### config.mk
export PLATFORM = sky130hd
export DESIGN_NAME = text_display_ram_decoder_flat
export DESIGN_NICKNAME = d
export VERILOG_FILES = /design/src/hw/rtl/tdr_pkg.sv /design/src/hw/rtl/tdr_req_if.sv /design/src/hw/rtl/tdr_rsp_if.sv /design/src/hw/rtl/tdr_cell_store.sv /design/src/hw/rtl/text_display_ram_decoder.sv /design/src/flat_wrapper.sv
export SDC_FILE = /design/constraint.sdc
export NUM_CORES = 1
export LEC_CHECK = 0
export BUFFER_PORTS_ARGS = -buffer_cell sky130_fd_sc_hd__buf_2
export CORE_MARGIN = 2
export CORE_UTILIZATION = 60
export DETAILED_ROUTE_END_ITERATION = 12
export GPL_TIMING_DRIVEN = 0
export PLACE_DENSITY = 0.76
export SYNTH_ARGS = -nofsm -noshare
export SYNTH_HDL_FRONTEND = slang
export SYNTH_SLANG_ARGS = --single-unit
export TNS_END_PERCENT = 20
### constraint.sdc
create_clock -name clock -period 9.6 [get_ports clock]
set_input_delay 0.96 -clock clock [delete_from_list [all_inputs] [get_ports clock]]
set_output_delay 0.96 -clock clock [all_outputs]
set_load 0.05 [all_outputs]
### src/hw/rtl/tdr_pkg.sv
// Shared types, constants and character functions for the text display RAM decoder.
package tdr_pkg;

   // Display geometry
   localparam int LINE_LENGTH = 40;
   localparam int CELL_COUNT  = 2 * LINE_LENGTH;
   localparam int IDX_W       = $clog2(CELL_COUNT);
   localparam int CUR_W       = $clog2(CELL_COUNT + 1);

   // Port field widths
   localparam int CMD_W  = 2;
   localparam int BYTE_W = 8;
   localparam int RIDX_W = 7;
   localparam int POS_W  = 7;

   // Item commands
   typedef enum logic [CMD_W-1:0] {
      CMD_FRAME = 2'd0,
      CMD_WORD  = 2'd1,
      CMD_READ  = 2'd2
   } cmd_type;

   // Display word types and command codes
   localparam logic [BYTE_W-1:0] TYPE_CHAR  = 8'h03;
   localparam logic [BYTE_W-1:0] TYPE_CMD   = 8'h02;
   localparam logic [BYTE_W-1:0] CODE_CLEAR = 8'h06;
   localparam logic [BYTE_W-1:0] CODE_HOME1 = 8'h02;
   localparam logic [BYTE_W-1:0] CODE_HOME2 = 8'hc0;

   // Special symbols and their stand-ins
   localparam logic [BYTE_W-1:0] SYM_BLOCK  = 8'd11;
   localparam logic [BYTE_W-1:0] SYM_ARROW  = 8'd16;
   localparam logic [BYTE_W-1:0] SYM_AT     = 8'd22;
   localparam logic [BYTE_W-1:0] SYM_BLANK  = 8'd145;
   localparam logic [BYTE_W-1:0] SYM_CIRCLE = 8'd152;
   localparam logic [BYTE_W-1:0] CHR_HASH   = 8'h23;
   localparam logic [BYTE_W-1:0] CHR_GT     = 8'h3e;
   localparam logic [BYTE_W-1:0] CHR_AT     = 8'h40;
   localparam logic [BYTE_W-1:0] CHR_O      = 8'h6f;
   localparam logic [BYTE_W-1:0] CHR_SPACE  = 8'h20;
   localparam logic [BYTE_W-1:0] CHR_TILDE  = 8'h7e;

   // Store write request from the control path
   typedef struct packed {
      logic             wr_en;
      logic [IDX_W-1:0] wr_addr;
      logic [BYTE_W-1:0] wr_data;
      logic             clear;
   } store_wr_type;

   // Store read request
   typedef struct packed {
      logic              rd_en;
      logic [RIDX_W-1:0] rd_addr;
   } store_rd_type;

   // True for one of the five kept symbols
   function automatic logic is_special(input logic [BYTE_W-1:0] c);
      return (c == SYM_BLOCK) || (c == SYM_ARROW) || (c == SYM_AT) ||
             (c == SYM_BLANK) || (c == SYM_CIRCLE);
   endfunction

   // Non-printable codes other than the symbols are stored as space
   function automatic logic [BYTE_W-1:0] filter_char(input logic [BYTE_W-1:0] c);
      logic keep;
      keep = is_special(c) || ((c >= CHR_SPACE) && (c <= CHR_TILDE));
      return keep ? c : CHR_SPACE;
   endfunction

   // Map symbols to printable stand-ins on readout
   function automatic logic [BYTE_W-1:0] printable(input logic [BYTE_W-1:0] c);
      logic [BYTE_W-1:0] r;
      unique case (c)
         SYM_BLOCK:  r = CHR_HASH;
         SYM_ARROW:  r = CHR_GT;
         SYM_AT:     r = CHR_AT;
         SYM_BLANK:  r = CHR_SPACE;
         SYM_CIRCLE: r = CHR_O;
         default:    r = c;
      endcase
      return r;
   endfunction

endpackage

### src/hw/rtl/tdr_req_if.sv
// Request channel interface: valid/ready with one decoder input item.
interface tdr_req_if;
   logic                       valid;
   logic                       ready;
   logic [tdr_pkg::CMD_W-1:0]  cmd;
   logic [tdr_pkg::BYTE_W-1:0] word_type;
   logic [tdr_pkg::BYTE_W-1:0] word_code;
   logic [tdr_pkg::RIDX_W-1:0] read_index;

   modport source (output valid, cmd, word_type, word_code, read_index, input ready);
   modport sink   (input valid, cmd, word_type, word_code, read_index, output ready);
endinterface

### src/hw/rtl/tdr_rsp_if.sv
// Response channel interface: valid/ready with one decoder result item.
interface tdr_rsp_if;
   logic                       valid;
   logic                       ready;
   logic [tdr_pkg::BYTE_W-1:0] cell_char;
   logic [tdr_pkg::POS_W-1:0]  cursor_pos;

   modport source (output valid, cell_char, cursor_pos, input ready);
   modport sink   (input valid, cell_char, cursor_pos, output ready);
endinterface

### src/hw/rtl/tdr_cell_store.sv
// Character cell memory with per-cell written flags and a registered read port.
module tdr_cell_store (
   input  logic                       clock,
   input  logic                       reset,
   input  tdr_pkg::store_wr_type      wr,
   input  tdr_pkg::store_rd_type      rd,
   output logic                       rd_hit,
   output logic [tdr_pkg::BYTE_W-1:0] rd_data
);

   logic [tdr_pkg::BYTE_W-1:0]     mem [tdr_pkg::CELL_COUNT];
   logic [tdr_pkg::CELL_COUNT-1:0] written_ff;
   logic [tdr_pkg::CELL_COUNT-1:0] written_in;
   logic                           hit_ff;
   logic                           hit_in;
   logic [tdr_pkg::BYTE_W-1:0]     data_ff;
   logic                           in_range;

   // Flag update: a clear wipes every flag, a write sets one
   always_comb begin
      written_in = written_ff;
      if (wr.clear) begin
         written_in = '0;
      end else if (wr.wr_en) begin
         written_in[wr.wr_addr] = 1'b1;
      end
   end

   always_ff @(posedge clock) begin
      if (reset) begin
         written_ff <= '0;
      end else begin
         written_ff <= written_in;
      end
   end

   // Cell memory write port
   always_ff @(posedge clock) begin
      if (wr.wr_en) begin
         mem[wr.wr_addr] <= wr.wr_data;
      end
   end

   // Read port: hit means in range and written before this item
   assign in_range = ({1'b0, rd.rd_addr} < (tdr_pkg::RIDX_W + 1)'(tdr_pkg::CELL_COUNT));
   assign hit_in   = in_range && written_ff[rd.rd_addr[tdr_pkg::IDX_W-1:0]];

   always_ff @(posedge clock) begin
      if (rd.rd_en) begin
         data_ff <= mem[rd.rd_addr[tdr_pkg::IDX_W-1:0]];
         hit_ff  <= hit_in;
      end
   end

   assign rd_hit  = hit_ff;
   assign rd_data = data_ff;

endmodule

### src/hw/rtl/text_display_ram_decoder.sv
// Top level: two-line text display memory with cursor, fed by display words.
//
// Input items arrive on req_chan (valid/ready): a frame start blanks the cells and
// homes the cursor, a display word writes a character at the cursor or runs a
// command (clear, home to line one, home to line two), and a read returns one cell.
// Every item gives exactly one result on rsp_chan (valid/ready) carrying the read
// character (zero for non-reads) and the cursor position after the item; a full
// store shows the cursor at the cell count.
// A transfer on req_chan yields its result after it passes through the stage that
// holds the registered cell read and then through the output register.
// Throughput: one item per cycle while rsp_chan takes results; the cell write and
// the registered read both finish in the cycle an item is taken.
// Reset clears the cursor, every written flag and both pipeline stages; cells never
// written read as space. When rsp_chan stalls, the stage and output register fill
// and req_chan.ready drops after two pending results; nothing is lost.
module text_display_ram_decoder (
   input  logic      clock,
   input  logic      reset,
   tdr_req_if.sink   req_chan,
   tdr_rsp_if.source rsp_chan
);

   logic                          accept;
   logic                          s1_advance;
   logic [tdr_pkg::CUR_W-1:0]     cursor_ff;
   logic [tdr_pkg::CUR_W-1:0]     cursor_in;
   logic                          not_full;
   logic                          char_wr;
   logic                          do_clear;
   tdr_pkg::cmd_type              cmd;
   tdr_pkg::store_wr_type         store_wr;
   tdr_pkg::store_rd_type         store_rd;
   logic                          rd_hit;
   logic [tdr_pkg::BYTE_W-1:0]    rd_data;
   logic                          s1_valid_ff;
   logic                          s1_valid_in;
   logic                          s1_is_read_ff;
   logic [tdr_pkg::CUR_W-1:0]     s1_cursor_ff;
   logic                          out_valid_ff;
   logic                          out_valid_in;
   logic [tdr_pkg::BYTE_W-1:0]    out_char_ff;
   logic [tdr_pkg::BYTE_W-1:0]    out_char_in;
   logic [tdr_pkg::POS_W-1:0]     out_cursor_ff;

   // Handshake: stage 1 frees when it moves on to the output register
   assign s1_advance     = !out_valid_ff || rsp_chan.ready;
   assign req_chan.ready = !s1_valid_ff || s1_advance;
   assign accept         = req_chan.valid && req_chan.ready;

   assign cmd      = tdr_pkg::cmd_type'(req_chan.cmd);
   assign not_full = (cursor_ff < tdr_pkg::CUR_W'(tdr_pkg::CELL_COUNT));

   // Decode the item: cursor update, store write and clear
   always_comb begin
      cursor_in = cursor_ff;
      char_wr   = 1'b0;
      do_clear  = 1'b0;
      unique case (cmd)
         tdr_pkg::CMD_FRAME: begin
            do_clear  = 1'b1;
            cursor_in = '0;
         end
         tdr_pkg::CMD_WORD: begin
            if (req_chan.word_type == tdr_pkg::TYPE_CHAR) begin
               if (not_full) begin
                  char_wr   = 1'b1;
                  cursor_in = cursor_ff + 1'b1;
               end
            end else if (req_chan.word_type == tdr_pkg::TYPE_CMD) begin
               priority if (req_chan.word_code == tdr_pkg::CODE_CLEAR) begin
                  do_clear = 1'b1;
               end else if (req_chan.word_code == tdr_pkg::CODE_HOME1) begin
                  cursor_in = '0;
               end else if (req_chan.word_code == tdr_pkg::CODE_HOME2) begin
                  cursor_in = tdr_pkg::CUR_W'(tdr_pkg::LINE_LENGTH);
               end else begin
                  cursor_in = cursor_ff;
               end
            end
         end
         default: begin
            cursor_in = cursor_ff;
         end
      endcase
   end

   // Store requests, qualified by the transfer
   always_comb begin
      store_wr.wr_en   = accept && char_wr;
      store_wr.wr_addr = cursor_ff[tdr_pkg::IDX_W-1:0];
      store_wr.wr_data = tdr_pkg::filter_char(req_chan.word_code);
      store_wr.clear   = accept && do_clear;
      store_rd.rd_en   = accept;
      store_rd.rd_addr = req_chan.read_index;
   end

   tdr_cell_store u_store (
      .clock   (clock),
      .reset   (reset),
      .wr      (store_wr),
      .rd      (store_rd),
      .rd_hit  (rd_hit),
      .rd_data (rd_data)
   );

   // Cursor register
   always_ff @(posedge clock) begin
      if (reset) begin
         cursor_ff <= '0;
      end else if (accept) begin
         cursor_ff <= cursor_in;
      end
   end

   // Stage 1: item taken, cell read in flight
   assign s1_valid_in = accept || (s1_valid_ff && !s1_advance);

   always_ff @(posedge clock) begin
      if (reset) begin
         s1_valid_ff <= 1'b0;
      end else begin
         s1_valid_ff <= s1_valid_in;
      end
   end

   always_ff @(posedge clock) begin
      if (accept) begin
         s1_is_read_ff <= (cmd == tdr_pkg::CMD_READ);
         s1_cursor_ff  <= cursor_in;
      end
   end

   // Output register: map the cell and hold until the transfer
   assign out_valid_in = s1_advance ? s1_valid_ff : out_valid_ff;

   always_comb begin
      if (!s1_is_read_ff) begin
         out_char_in = '0;
      end else if (rd_hit) begin
         out_char_in = tdr_pkg::printable(rd_data);
      end else begin
         out_char_in = tdr_pkg::CHR_SPACE;
      end
   end

   always_ff @(posedge clock) begin
      if (reset) begin
         out_valid_ff <= 1'b0;
      end else begin
         out_valid_ff <= out_valid_in;
      end
   end

   always_ff @(posedge clock) begin
      if (s1_valid_ff && s1_advance) begin
         out_char_ff   <= out_char_in;
         out_cursor_ff <= tdr_pkg::POS_W'(s1_cursor_ff);
      end
   end

   assign rsp_chan.valid      = out_valid_ff;
   assign rsp_chan.cell_char  = out_char_ff;
   assign rsp_chan.cursor_pos = out_cursor_ff;

   // Cursor never runs past the end of the store
   a_cursor_bound: assert property (@(posedge clock) disable iff (reset)
      cursor_ff <= tdr_pkg::CUR_W'(tdr_pkg::CELL_COUNT))
      else $error("cursor beyond end of store");

   // A stored character advances the cursor by exactly one
   a_char_advance: assert property (@(posedge clock) disable iff (reset)
      store_wr.wr_en |=> (cursor_ff == $past(cursor_ff) + 1'b1))
      else $error("character write did not advance cursor");

   // Both stages full and output stalled: no new transfer taken
   a_full_stall: assert property (@(posedge clock) disable iff (reset)
      (s1_valid_ff && out_valid_ff && !rsp_chan.ready) |-> !req_chan.ready)
      else $error("transfer accepted with pipeline full");

   // A write and a clear never come from the same item
   a_wr_clear: assert property (@(posedge clock) disable iff (reset)
      !(store_wr.wr_en && store_wr.clear))
      else $error("store write and clear in one item");

endmodule
### src/flat_wrapper.sv
// flat-port wrapper written by rule: the top's interface ports become plain ports
module text_display_ram_decoder_flat 
  (clock, reset, req_chan_valid, req_chan_cmd, req_chan_word_type, req_chan_word_code, req_chan_read_index, req_chan_ready, rsp_chan_valid, rsp_chan_cell_char, rsp_chan_cursor_pos, rsp_chan_ready);
  tdr_req_if req_chan_i ();
  tdr_rsp_if rsp_chan_i ();
  input  logic clock;
  input  logic reset;
  input wire logic [$bits(req_chan_i.valid)-1:0] req_chan_valid;
  input wire logic [$bits(req_chan_i.cmd)-1:0] req_chan_cmd;
  input wire logic [$bits(req_chan_i.word_type)-1:0] req_chan_word_type;
  input wire logic [$bits(req_chan_i.word_code)-1:0] req_chan_word_code;
  input wire logic [$bits(req_chan_i.read_index)-1:0] req_chan_read_index;
  output wire logic [$bits(req_chan_i.ready)-1:0] req_chan_ready;
  output wire logic [$bits(rsp_chan_i.valid)-1:0] rsp_chan_valid;
  output wire logic [$bits(rsp_chan_i.cell_char)-1:0] rsp_chan_cell_char;
  output wire logic [$bits(rsp_chan_i.cursor_pos)-1:0] rsp_chan_cursor_pos;
  input wire logic [$bits(rsp_chan_i.ready)-1:0] rsp_chan_ready;
  assign req_chan_i.valid = req_chan_valid;
  assign req_chan_i.cmd = req_chan_cmd;
  assign req_chan_i.word_type = req_chan_word_type;
  assign req_chan_i.word_code = req_chan_word_code;
  assign req_chan_i.read_index = req_chan_read_index;
  assign req_chan_ready = req_chan_i.ready;
  assign rsp_chan_valid = rsp_chan_i.valid;
  assign rsp_chan_cell_char = rsp_chan_i.cell_char;
  assign rsp_chan_cursor_pos = rsp_chan_i.cursor_pos;
  assign rsp_chan_i.ready = rsp_chan_ready;
  text_display_ram_decoder u_core (.clock(clock), .reset(reset), .req_chan(req_chan_i), .rsp_chan(rsp_chan_i));
endmodule
# Yosys cells after proc, flatten, opt, wreduce, memory -nomap -nowiden
# Memory sizes are Yosys's and may differ from the RTL's. A register that Yosys moved wholly into a read port is not among the register bits.
# Index checks and enable logic that the tools add are counted.
[totals]
regBits = 113
mem_bits_rw = 640
inputBits = 29
output_inout_bits = 17
wordCells = 82
n_memories = 1
[mem_list]
columns = ["name", "words", "word_bits", "rd", "rd_ports_with_merged_regs", "write_ports", "line", "text"]
rows = [
  ["u_core.u_store.mem", 80, 8, 1, 1, 1, "tdr_cell_store.sv:11", "logic [tdr_pkg::BYTE_W-1:0] mem [tdr_pkg::CELL_COUNT];"],
]
[classes]
add_sub_neg = 1
magnitude_cmp = 7
n_eq_ne = 17
mux = 23
n_bitwise = 1
n_reduce_logical = 22
[op_table]
columns = ["cell", "count"]
rows = [
  ["80-bit OR", 1],
  ["7-bit 2-to-1 mux", 6],
  ["8-bit == test, second input constant", 5],
  ["8-bit one-hot mux with 5 select lines", 1],
  ["8-bit by 5-bit == test with 1-bit output, second input constant", 4],
  ["8-bit by 2-bit == test with 1-bit output, second input constant", 3],
  ["8-bit by 4-bit == test with 1-bit output, second input constant", 2],
  ["7-bit by 8-bit < comparator with 1-bit output, second input constant", 2],
  ["7-bit < comparator, second input constant", 2],
  ["7-bit one-hot mux with 2 select lines", 1],
  ["1-bit 2-to-1 mux", 10],
  ["8-bit by 3-bit == test with 1-bit output, second input constant", 1],
  ["8-bit by 6-bit greater-or-equal comparator with 1-bit output, second input constant", 1],
  ["8-bit by 7-bit less-or-equal comparator with 1-bit output, second input constant", 1],
  ["1-bit logical AND", 8],
  ["1-bit logical OR", 8],
  ["8-bit 2-to-1 mux", 1],
  ["7-bit by 1-bit adder with 7-bit output, second input constant", 1],
  ["1-bit binary-select mux with 7-bit select", 1],
  ["1-bit demux with 7-bit select", 1],
  ["7-bit by 1-bit greater-or-equal comparator with 1-bit output, second input constant", 1],
  ["6-bit 2-to-1 mux", 1],
  ["1-bit logical NOT", 3],
  ["2-bit by 1-bit == test with 1-bit output, second input constant", 1],
  ["5 further kinds", 5],
]

# Longest topological paths before layout
[depth]
depth_word = 7
ltp_mapped = 10
depth_no_buf = 6

# Modules after synthesis
# A second synthesis with hierarchy kept.
[hier_totals]
hier_cells = 1593
hier_area_um2 = 30142.7
[modules_own_cells]
columns = ["mod", "n_inst", "cells_per_inst", "area_each_um2"]
rows = [
  ["tdr_cell_store", 1, 1383, 28179.5],
  ["text_display_ram_decoder", 1, 210, 1963.1],
]

# Least setup slack after synthesis
# No wires, ideal clock.
[synth_path]
path_type = "input -> register"
from = "input req_chan_word_code[3]"
to = "memory u_core.u_store.mem[0][0] (netlist bit) (data pin)"
arrival_time_ns = 5.027
required_time_ns = 9.190
slack_ns = 4.164
cell_stages = 4
n_path_buf = 0
cell_sequence = "and3_1 a41oi_1 or2_2 and2_1"
[synth_lines]
columns = ["element", "line", "text"]
rows = [
  ["start: declaration", "flat_wrapper.sv:11", "input wire logic [$bits(req_chan_i.word_code)-1:0] req_chan_word_code;"],
  ["end: declaration", "tdr_cell_store.sv:11", ""],
]

# Worst setup path after layout
[layout_path]
from = "input req_chan_read_index[1]"
to = "register u_core.u_store.hit_ff, in the netlist u_core.u_store.rd_hit (data pin)"
[layout_between]
elab_chain_cells = 3
word_cells_on_any_way = 4
classes_between = "order compare (1); mux (2); reduce/logical (1)"
[layout_lines]
columns = ["element", "line", "text"]
rows = [
  ["start: declaration", "flat_wrapper.sv:12", "input wire logic [$bits(req_chan_i.read_index)-1:0] req_chan_read_index;"],
  ["1-bit binary-select mux with 7-bit select", "tdr_cell_store.sv:46", "assign hit_in = in_range && written_ff[rd.rd_addr[tdr_pkg::IDX_W-1:0]];"],
  ["1-bit 2-to-1 mux (not written as such)", "tdr_cell_store.sv:46", ""],
  ["1-bit logical AND *", "tdr_cell_store.sv:46", ""],
  ["named net u_core.u_store.hit_in", "tdr_cell_store.sv:15", "logic hit_in;"],
  ["end signal: assignment", "tdr_cell_store.sv:51", "hit_ff <= hit_in;"],
  ["end: declaration", "tdr_cell_store.sv:14", "logic hit_ff;"],
]
# The timed path passes the listed nets; every way through them passes the cells marked *. The select of a mux whose other input is x is not followed.
# A chain may end at the register's enable or synchronous reset.

==> metrics.md <==
| Metric | Value |
|---|---|
| Status | `finished, final reports clean` |
| Largest cells by area after synthesis | `edfxtp_1 68%, mux4_2 14%, dfxtp_1 6.0%` |
| Routed vias/inst | `6.707` |
| Slew Limit Fails | `0` |
| CP Data Arrival Time | `3.90 ns` |
| PD cells | `~200 nW/um^2` |
| Peak VDD IR | `176.5 uV` |
| WHS Path Cells | `0` |
| Post-CTS setup buffer count | `0` |
| Average cell area after synthesis | `19.16 sq um` |
| Worst path max stage delay | `0.79 ns` |
| Post-synth EDFFs | `672` |
| Clk_skew | `0.02697 ns` |
| Post-place instance area | `31220 sq um` |
| Initial antenna violation count | `0` |
| PortBufs | `40` |
| Largest net degree at the start of global routing | `81` |
| Clock Tree Buf Depth | `3` |
| RSZ-0062 raised after global routing | `no` |
| CP cell instances | `buf_2 -> buf_2 -> clkbuf_1 -> mux2_2 -> o21ai_0 -> a21oi_1 -> a311o_1` |
| Post-synthesis sequential area ratio | `73.48%` |
| Count leader, synth | `edfxtp_1` |
| Root buffer cell | `clkbuf_16` |
| Leak | `just over 0.01 uW` |
| Total GRT Usage | `28.89%` |
| Distinct cell type count after synthesis | `67` |
| Number of routed nets with antenna violations | `0` |
| Critical-path top delay cell | `clkbuf_1` |
| HPWL after DPL | `around 46 mm` |
| Cts repair resizes | `0` |
| CP Max Fanout | `10` |
| TritonCTS Sinks | `761` |
| Post-synth design cell area | `approximately 30000 sq um` |
| Reg power frac | `a little over half` |
| Routed via count | `16.22k` |
| Final Hold Violating Endpoints | `0` |
| Slew at the pin closest to its max-slew limit | `around 1.4 ns` |
| Cell count after synthesis | `1560` |
| Slew HR | `6.921%` |
| Die Y | `227.2 um` |
| Routed WL per cell | `29.61 um` |
| Post-synth top cells | `672 x edfxtp_1, 188 x mux4_2, 93 x nor2_1, 89 x dfxtp_1, 73 x o21a_1` |
| NetSw | `1435 uW` |
| Drt total wl | `71.60 mm` |
| Worst Setup End Kind | `flip-flop` |
| Final setup fails | `0` |
| Worst r2r path cells | `5` |
| Worst-skew pair later-pin latency | `approximately 0.62 ns` |
| Placer Congestion | `0.9246` |
| Die X-Extent | `about 230 um` |
| Worst hold path type | `flip-flop to flip-flop` |
| Share of layout cells above drive strength 1 | `26.26%` |
| Global route total overflow | `0` |
| Drt drc | `0` |
| Fmax | `281.3 MHz` |
| Minimum clock period | `3.555 ns` |
| Post-synth top area share | `67.52%` |
| Hold buffers post-CTS | `0` |
| DR pass1 iterations | `8` |
| CP required | `9.94 ns` |
| Vias in the first global route | `roughly 16k` |
| Ys Warns | `0` |
| Area of the core | `roughly 49000 sq um` |
| Switching portion of total power | `a little over a fifth` |
| Asr flop ratio synth | `0%` |
| Post-route cell area | `around 34000 sq um` |
| CTS tree | `done` |
| Gate power share | `4.7%` |
| Post-Syn Nets | `1590` |
| H-tree Lvls | `3` |
| Critical path class | `input pin to flip-flop` |
| TritonCTS buffer count | `74` |
| Clock slew at the register clock pins of the worst setup and hold paths | `approximately 0.070 ns` |
| Tcrit/Tclk final | `37.03%` |
| Area delta synth->final | `12.75%` |
| Final nets | `~1.7k` |
| Critical path startpoint category | `input pin` |
| Main synth FF type | `edfxtp_1` |
| Max capacitance violation total | `0` |
| Die Area | `51610 sq um` |
| Cell mode on critical path | `buf_2` |
| Total Power | `6801 uW` |
| Rows | `81` |
| Global-route wire length before repair | `105.4 mm` |
| WHS | `around 0.4 ns` |
| Clock Power Share | `between 40% and 50%` |
| Internal | `around 5400 uW` |
| Initial core utilization | `60.93%` |
| Setup_tns | `0 ns` |
| Yosys top cell by area | `edfxtp_1` |
| Initial DRC count | `approximately 2.3k` |
| Yosys reg bits | `761` |
| I/O pin count | `46` |
## final cells by class
cell class / instances / area [sq um]
sequential: 761 / 21960
buffer: 84 / 406.6
inverter: 14 / 52.55
clock inverter: 34 / 296.5
timing repair buffer: 54 / 384.1
fill: 3074 / 15360
tap: 664 / 830.8
clock buffer: 104 / 2108
multi-input combinational: 701 / 7651
antenna: 2 / 5.005
## cells in the final DEF, fill, tap and decap left out, drive strengths merged, types with 26 or more instances in the layout
cell	netlist	routed
a22oi	36	36
nor3	40	40
nand2	27	27
o21a	73	73
edfxtp	672	672
o21ai	28	28
buf	51	104
dfxtp	89	89
nor2	101	101
clkbuf	33	138
mux4	188	188
a21oi	40	40
clkinv	1	26
## layer usage
layer,vias to the layer above,global-route usage (%),wire [um]
met1,8434,40.53,27730
met4,0,10.90,2441
met5,-,0,0
met2,954,45.32,34710
met3,146,6.363,6729
li1,6684,-,-
## path summary, 6_finish.rpt
| check | startpoint | to | slack, ns |
|---|---|---|---|
| worst max-delay path | req_chan_read_index[1] | u_core.u_store.rd_hit | 6.05 |
| worst min-delay path | u_core.s1_cursor_ff[4] | u_core.rsp_chan.cursor_pos[4] | 0.41 |
| worst max register to register | u_core.cursor_ff[1] | u_core.u_store.mem[70][0] | 6.23 |
| worst min register to register | u_core.s1_cursor_ff[4] | u_core.rsp_chan.cursor_pos[4] | 0.41 |
## critical path: cells and delay by family
family | cells | cell delay, ns
AO/OA/AOI/OAI | 3 | 0.94
multiplexers | 1 | 0.42
buffers and inverters | 3 | 1.56
## state kept, by name, summed over array words and instances (netlist names), 7 cells and up
name,flops
u_core.u_store.mem,640
u_core.u_store.written_ff,80
u_core.rsp_chan.cell_char,8
u_core.u_store.rd_data,8
u_core.cursor_ff,7
u_core.rsp_chan.cursor_pos,7
u_core.s1_cursor_ff,7
## through the flow
step / util [%] / worst slack (ns) / instances
final: 68.69 / 6.045 / 2418
after CTS: 68.55 / 5.939 / 2415
after floorplan: - / 4.164 / 1560
after global routing: 68.68 / 6.033 / 2416
after global placement: 63.03 / -0.02150 / 2264
after detailed placement: 63.64 / 5.295 / 2277
## power groups by stage
stage / Sequential [uW] / Combinational (uW) / Clock [uW]
floorplan: 3700 / 180 / 0
global placement: 3690 / 294 / 0
detailed placement: 3690 / 311 / 0
CTS: 3620 / 313 / 2890
global route: 3610 / 332 / 3010
finish: 3620 / 317 / 2870
## cells by family after synthesis
logic type | synth area share, %
AND/OR/NAND/NOR | 4.614
AO/OA/AOI/OAI | 5.225
buffers and inverters | 1.536
multiplexers | 15.01
adder cells (fa/ha/maj) | 0.04186
flip-flops | 73.48
XOR/XNOR | 0.08793
(Power assumes the default switching activity.)
